==> config.mk <==
export PLATFORM = sky130hd
export DESIGN_NAME = sorted_priority_queue_top
export DESIGN_NICKNAME = d
export VERILOG_FILES = /design/src/rtl/core/spq_pkg.sv /design/src/rtl/core/spq_cell.sv /design/src/rtl/core/sorted_priority_queue_top.sv
export SDC_FILE = /design/constraint.sdc
export NUM_CORES = 1
export LEC_CHECK = 0
export ABC_AREA = 1
export CELL_PAD_IN_SITES_DETAIL_PLACEMENT = 0
export CELL_PAD_IN_SITES_GLOBAL_PLACEMENT = 1
export CORE_UTILIZATION = 45
export CTS_BUF_LIST = sky130_fd_sc_hd__clkbuf_8
export CTS_CLUSTER_SIZE = 24
export DETAILED_ROUTE_END_ITERATION = 10
export DONT_BUFFER_PORTS = 1
export PLACE_DENSITY_LB_ADDON = 0.1
export SYNTH_ARGS = -nofsm -noshare
export SYNTH_HDL_FRONTEND = slang
export SYNTH_SLANG_ARGS = --single-unit
==> constraint.sdc <==
create_clock -name clk_i -period 5.4 [get_ports clk_i]
set_input_delay 0.27 -clock clk_i [delete_from_list [all_inputs] [get_ports clk_i]]
set_output_delay 0.27 -clock clk_i [all_outputs]
set_load 0.01 [all_outputs]
==> src/rtl/core/spq_pkg.sv <==
package spq_pkg;

  // Default number of queue slots
  localparam int unsigned DefDepth = 8;

  localparam int unsigned DataW  = 32;
  localparam int unsigned PrioW  = 8;
  localparam int unsigned CountW = 4;

  // Command codes
  typedef enum logic {
    CmdEnq = 1'b0,
    CmdDeq = 1'b1
  } cmd_e;

  // Result status codes
  typedef enum logic [1:0] {
    StOk    = 2'd0,
    StFull  = 2'd1,
    StEmpty = 2'd2
  } status_e;

  // One slot of the queue
  typedef struct packed {
    logic             valid;
    logic [DataW-1:0] data;
    logic [PrioW-1:0] prio;
  } entry_t;

  // Operation broadcast to every cell
  typedef struct packed {
    logic             enq;
    logic             deq;
    logic [DataW-1:0] data;
    logic [PrioW-1:0] prio;
  } ctrl_t;

endpackage

==> src/rtl/core/spq_cell.sv <==
module spq_cell #(
  parameter bit First = 1'b0
) (
  input  logic            clk_i,
  input  logic            rst_ni,
  input  spq_pkg::ctrl_t  ctrl_i,
  input  spq_pkg::entry_t left_i,     // neighbor closer to the front
  input  logic            left_ins_i, // neighbor is at or behind insert point
  input  spq_pkg::entry_t right_i,    // neighbor closer to the tail
  output logic            ins_o,
  output spq_pkg::entry_t entry_o
);

  spq_pkg::entry_t           entry_d;
  logic [spq_pkg::DataW-1:0] data_q;
  logic [spq_pkg::PrioW-1:0] prio_q;
  logic                      valid_q;
  logic                      take_left;

  // Insert point: first slot that is empty or holds a larger priority
  assign ins_o     = !valid_q || (prio_q > ctrl_i.prio);
  assign take_left = !First && left_ins_i;

  always_comb begin
    entry_d.valid = valid_q;
    entry_d.data  = data_q;
    entry_d.prio  = prio_q;
    if (ctrl_i.enq) begin
      if (ins_o) begin
        if (take_left) begin
          entry_d = left_i;
        end else begin
          entry_d.data = ctrl_i.data;
          entry_d.prio = ctrl_i.prio;
        end
      end
      // queue grows by one at the tail
      entry_d.valid = valid_q || First || left_i.valid;
    end else if (ctrl_i.deq) begin
      entry_d = right_i;
    end
  end

  // Payload needs no reset
  always_ff @(posedge clk_i) begin
    data_q <= entry_d.data;
    prio_q <= entry_d.prio;
  end

  always_ff @(posedge clk_i or negedge rst_ni) begin
    if (!rst_ni) begin
      valid_q <= 1'b0;
    end else begin
      valid_q <= entry_d.valid;
    end
  end

  always_comb begin
    entry_o.valid = valid_q;
    entry_o.data  = data_q;
    entry_o.prio  = prio_q;
  end

endmodule

==> src/rtl/core/sorted_priority_queue_top.sv <==
// Sorted priority queue built as a chain of compare-and-shift cells.
// The result appears on valid_o in the cycle after start_i is taken.
// Throughput: one operation per cycle; every cell compares and shifts at once,
// so busy_o never rises. The receiver cannot stall the result beat.
// Reset clears the count and all slot valid bits; slot payload is not reset.
module sorted_priority_queue_top #(
  parameter int unsigned DEPTH = spq_pkg::DefDepth
) (
  input  logic                             clk_i,
  input  logic                             rst_ni,
  input  logic                             start_i,
  output logic                             busy_o,
  input  logic                             command_i,
  input  logic signed [spq_pkg::DataW-1:0] data_in_i,
  input  logic        [spq_pkg::PrioW-1:0] priority_in_i,
  output logic                             valid_o,
  output logic signed [spq_pkg::DataW-1:0] data_out_o,
  output logic        [1:0]                status_o,
  output logic        [spq_pkg::CountW-1:0] count_out_o
);

  localparam int unsigned CntW = $clog2(DEPTH + 1);

  spq_pkg::entry_t                cells [DEPTH];
  logic            [DEPTH-1:0]    ins;
  spq_pkg::ctrl_t                 ctrl;
  spq_pkg::entry_t                tail;

  logic                           full, empty, is_deq;
  logic [CntW-1:0]                count_d, count_q;
  logic                           valid_d, valid_q;
  logic [spq_pkg::DataW-1:0]      dout_d, dout_q;
  spq_pkg::status_e               status_d, status_q;
  logic [CntW+spq_pkg::CountW-1:0] count_ext;

  assign busy_o = 1'b0;
  assign full   = cells[DEPTH-1].valid;
  assign empty  = !cells[0].valid;
  assign is_deq = (spq_pkg::cmd_e'(command_i) == spq_pkg::CmdDeq);

  // Operation broadcast, gated on full and empty
  assign ctrl.enq  = start_i && !is_deq && !full;
  assign ctrl.deq  = start_i && is_deq && !empty;
  assign ctrl.data = data_in_i;
  assign ctrl.prio = priority_in_i;

  // Empty slot shifted into the tail on dequeue
  assign tail = '0;

  // Cell chain
  for (genvar i = 0; i < DEPTH; i++) begin : g_cell
    spq_pkg::entry_t left_e, right_e;
    logic            left_ins;
    if (i == 0) begin : g_head
      assign left_e   = '0;
      assign left_ins = 1'b0;
    end else begin : g_mid
      assign left_e   = cells[i-1];
      assign left_ins = ins[i-1];
    end
    if (i == DEPTH - 1) begin : g_tail
      assign right_e = tail;
    end else begin : g_body
      assign right_e = cells[i+1];
    end
    spq_cell #(
      .First (i == 0)
    ) u_cell (
      .clk_i      (clk_i),
      .rst_ni     (rst_ni),
      .ctrl_i     (ctrl),
      .left_i     (left_e),
      .left_ins_i (left_ins),
      .right_i    (right_e),
      .ins_o      (ins[i]),
      .entry_o    (cells[i])
    );
  end

  // Result beat
  always_comb begin
    count_d  = count_q;
    valid_d  = start_i;
    dout_d   = '0;
    status_d = spq_pkg::StOk;
    if (start_i) begin
      if (is_deq) begin
        if (empty) begin
          status_d = spq_pkg::StEmpty;
          dout_d   = '1;
        end else begin
          dout_d  = cells[0].data;
          count_d = count_q - CntW'(1);
        end
      end else begin
        if (full) begin
          status_d = spq_pkg::StFull;
        end else begin
          count_d = count_q + CntW'(1);
        end
      end
    end
  end

  always_ff @(posedge clk_i or negedge rst_ni) begin
    if (!rst_ni) begin
      count_q <= '0;
      valid_q <= 1'b0;
    end else begin
      count_q <= count_d;
      valid_q <= valid_d;
    end
  end

  always_ff @(posedge clk_i) begin
    dout_q   <= dout_d;
    status_q <= status_d;
  end

  assign count_ext   = {{spq_pkg::CountW{1'b0}}, count_q};
  assign valid_o     = valid_q;
  assign data_out_o  = dout_q;
  assign status_o    = status_q;
  assign count_out_o = count_ext[spq_pkg::CountW-1:0];

endmodule

==> impl_metrics.csv <==
group,metric,value,unit
sta,finalSetupViolations,0,
detailed_routing,detail-route-antenna-nets,0,
worst_setup_path,reg2reg_to,"g_cell[3].u_cell.prio_q[5]",
floorplan,die_w,211,um
worst_setup_path,worstPathArrival,3.60,ns
worst_setup_path,slowest_delay,0.73,ns
clock_network,clk_pin_slew_worst_paths,0.06,ns
cells_and_area,drive_gt1_share,6.90,%
sta,max-slew-margin-rel,22.3,%
worst_setup_path,cpMaxStageDelayCell,"nand2_2",
logic_synthesis,yosysWarnings,0,
placement,dp_slack,2.02,ns
global_routing,grt_pass1_vias,15600,
detailed_routing,drc,0,
logic_synthesis,synth_top_area_share,48.8,%
floorplan,initial_core_util,45.7,%
cells_and_area,fin_area,21800,um2
global_routing,grt_pass1_wl,89.2,mm
placement,place_inst,3003,
cells_and_area,final_net_count,2629,
pwr,leakagePower,11.7,nW
pwr,power.density,511,nW/um2
clock_network,clk_path_buf_depth,3,
global_routing,grt_max_degree,107,
logic_synthesis,synthesis.area,19700,um2
clock_network,cts_tree,"yes",
sta,final.setup.worst_slack,2.09,ns
worst_setup_path,r2r_start,"g_cell[3].u_cell.prio_q[7]",
logic_synthesis,synth_top_area_cell,"edfxtp_1",
worst_hold_path,holdPathEnd,"g_cell[0].u_cell.prio_q[7]",
sta,skew,0.0368,ns
global_routing,gr-total-overflow,0,
sta,fmax,302,MHz
global_routing,grt_usage,26.2,%
cells_and_area,n_fill_cell,4243,
worst_setup_path,crit_chain,"ha_1 -> nand2_1 -> nor2_1 -> nand2_1 -> nand2_1 -> nand2_1 -> nand2_2 -> buf_4 -> nand2_2 -> nand2_2 -> buf_4",
worst_setup_path,cp.depth,11,
pwr,peakVddDrop,0.000251,V
detailed_routing,drt_iter0_drc,933,
run_status,status,"completed",
worst_setup_path,crit_path_end_kind,"flip-flop",
placement,hpwlAfterDp,32.5,mm
worst_setup_path,critPathTopFamily,"simple AND/OR/NAND/NOR gates",
sta,maxSlewViolCount,0,
logic_synthesis,syn_nets,2608,
detailed_routing,drtPass1Iterations,5,
worst_setup_path,cp_max_fo,41,
clock_network,worstSkewPairLatency,0.65,ns
logic_synthesis,synth_cells,2505,
cells_and_area,fin_util,50.6,%
detailed_routing,wl,56.6,mm
job,cap_violations,0,
global_routing,antenna_found_initial,3,
logic_synthesis,synth.distinct_cells,29,
detailed_routing,avgRoutedWirePerCell,17.9,um
clock_network,cts-root-buf,"clkbuf_8",
floorplan,dieHeight,211,um
logic_synthesis,yosysSeqAreaShare,53.9,%
worst_setup_path,path_class,"flip-flop to flip-flop",
pwr,finalPower,11.1,mW
worst_setup_path,cp.required,5.69,ns
worst_hold_path,hold-path-cell-count,2,
worst_setup_path,reg2regPathDepth,11,
sta,rsz0062_at_grt,"no",
detailed_routing,avgViaCountPerCell,4.99,
placement,portBuffers,0,
floorplan,num_rows,76,
worst_hold_path,hp-start,"priority_in_i[7]",
worst_setup_path,cp_num_buf_inv,2,
placement,place.gp.congestion,0.818,
floorplan,dieArea,44600,um2
worst_setup_path,cp-start-kind,"flip-flop",
placement,dpl-instance-area,20100,um2
detailed_routing,via_count,15800,
floorplan,core-area,43100,um2
clock_network,ctsHtreeMaxLevel,3,
clock_network,clkSinkCount,367,
sta,tightest_slew,1.17,ns
worst_setup_path,crit_top_cell,"nand2_1",
cells_and_area,area_delta_synth_final,10.6,%
logic_synthesis,synthTopCellsByArea,"edfxtp_1, nand2_1, inv_1",
logic_synthesis,avgSynthCellArea,7.86,um2
sta,finalHoldViolations,0,
clock_network,cts_resized,0,
logic_synthesis,synth_seq_cells,367,
worst_setup_path,r2r_slack,2.09,ns
clock_network,numCtsBuffers,70,
worst_hold_path,hold_class,"input port to flip-flop",
floorplan,io_pins,84,
sta,finalSetupTns,0,ns
cells_and_area,final_cells,3166,
sta,timing.final.crit_share,61.3,%
sta,finalHoldWorstSlack,0.0431,ns
sta,fin_crit,3.31,ns
## worst register-to-register path, cell delays in order, from the launching register on
cell and delay, ns:
edfxtp_1 0.42, ha_1 0.32, nand2_1 0.07, nor2_1 0.17, nand2_1 0.07, nand2_1 0.05
nand2_1 0.05, nand2_2 0.05, buf_4 0.52, nand2_2 0.12, nand2_2 0.73, buf_4 0.41
## cell families (layout without fill, tap and decap cells)
group	after synthesis	count (layout)	share of synthesized area, %
buf+inv	430	504	8.84
simple gates	1492	1492	29.3
compound gates	153	153	4.02
other cells	1	3	0.0190
fa+ha+maj	59	59	3.79
flops	367	367	53.9
xor+xnor	3	3	0.133
## state kept, by name, summed over array words and instances (netlist names)
register / flops
valid_o: 1
g_cell.u_cell.data_q: 256
status_o: 2
count_out_o: 4
g_cell.u_cell.prio_q: 64
data_out_o: 32
g_cell.u_cell.valid_q: 8
## final cells by class
cell class,instances,area [um2],share of cell area (%)
clock buffer,77,1060,4.87
antenna,2,5.00,0.0230
clock inverter,48,205,0.942
inverter,317,1190,5.49
timing repair buffer,62,556,2.55
multi-input combinational,1708,7400,34.0
sequential,367,10600,48.8
tap,585,732,3.36
## placed cells by master (no fill, tap or decap)
cell / count
inv_1: 331
o21a_1: 1
dfrtp_4: 1
ha_1: 58
nand3_2: 1
dfrtp_1: 11
nand2_2: 50
nor2_4: 2
dfrtp_2: 1
inv_8: 1
a21oi_1: 94
a22oi_1: 1
diode_2: 2
xor2_1: 3
buf_4: 26
nor2_1: 61
inv_6: 1
clkinvlp_4: 2
conb_1: 1
a31oi_4: 1
fa_1: 1
nand3_1: 40
dfxtp_1: 34
clkinv_2: 8
o21ai_0: 47
clkbuf_8: 77
o22ai_1: 1
nand2_1: 1330
inv_2: 6
a21o_1: 6
nand4_1: 7
a31oi_1: 1
edfxtp_1: 320
nand2_4: 1
clkinv_1: 16
a211oi_1: 1
dlygate4sd3_1: 36
## routing by layer
| metal | vias up | GRT usage (%) | part of all wire (%) |
|---|---|---|---|
| li1 | 7797 | - | - |
| met1 | 7508 | 34.6 | 45 |
| met2 | 410 | 43.9 | 48 |
| met3 | 99 | 4.49 | 4.8 |
| met4 | 0 | 7.77 | 2.4 |
| met5 | - | 0 | 0 |
## cells in the mapped netlist (all sizes together)
cell type / instances
nor2: 63
dfxtp: 34
inv: 317
nand2: 1381
edfxtp: 320
o21ai: 47
nand4: 7
o21a: 1
a31oi: 2
dfrtp: 13
o22ai: 1
xor2: 3
a211oi: 1
buf: 74
a21o: 6
fa: 1
conb: 1
nand3: 41
a21oi: 94
a22oi: 1
clkbuf: 39
ha: 58
## power by group
part | switching (mW) | internal, mW | leakage, nW
Clock | 1.24 | 1.31 | 0.728
Combinational | 2.63 | 1.05 | 7.47
Sequential | 0.611 | 4.29 | 3.48
Total | 4.48 | 6.65 | 11.7
## how the worst max path moves through the flow
stage / endpoint / slack [ns] / start
5_1_grt: g_cell[3].u_cell.valid_q / 1.85 / g_cell[0].u_cell.valid_q
4_1_cts: g_cell[3].u_cell.valid_q / 2.01 / g_cell[0].u_cell.valid_q
3_3_place_gp: g_cell[3].u_cell.data_q[3] / 2.05 / priority_in_i[7]
3_5_place_dp: g_cell[3].u_cell.data_q[3] / 2.02 / priority_in_i[7]
6_report: g_cell[3].u_cell.prio_q[5] / 2.09 / g_cell[3].u_cell.prio_q[7]
2_1_floorplan: g_cell[6].u_cell.data_q[0] / 1.58 / g_cell[6].u_cell.prio_q[3]
## repair_timing
action,in CTS,in global routing
endpoints found under the hold margin,249,0
buffers inserted,0,0
hold buffers,36,0
(Power assumes the default switching activity.)
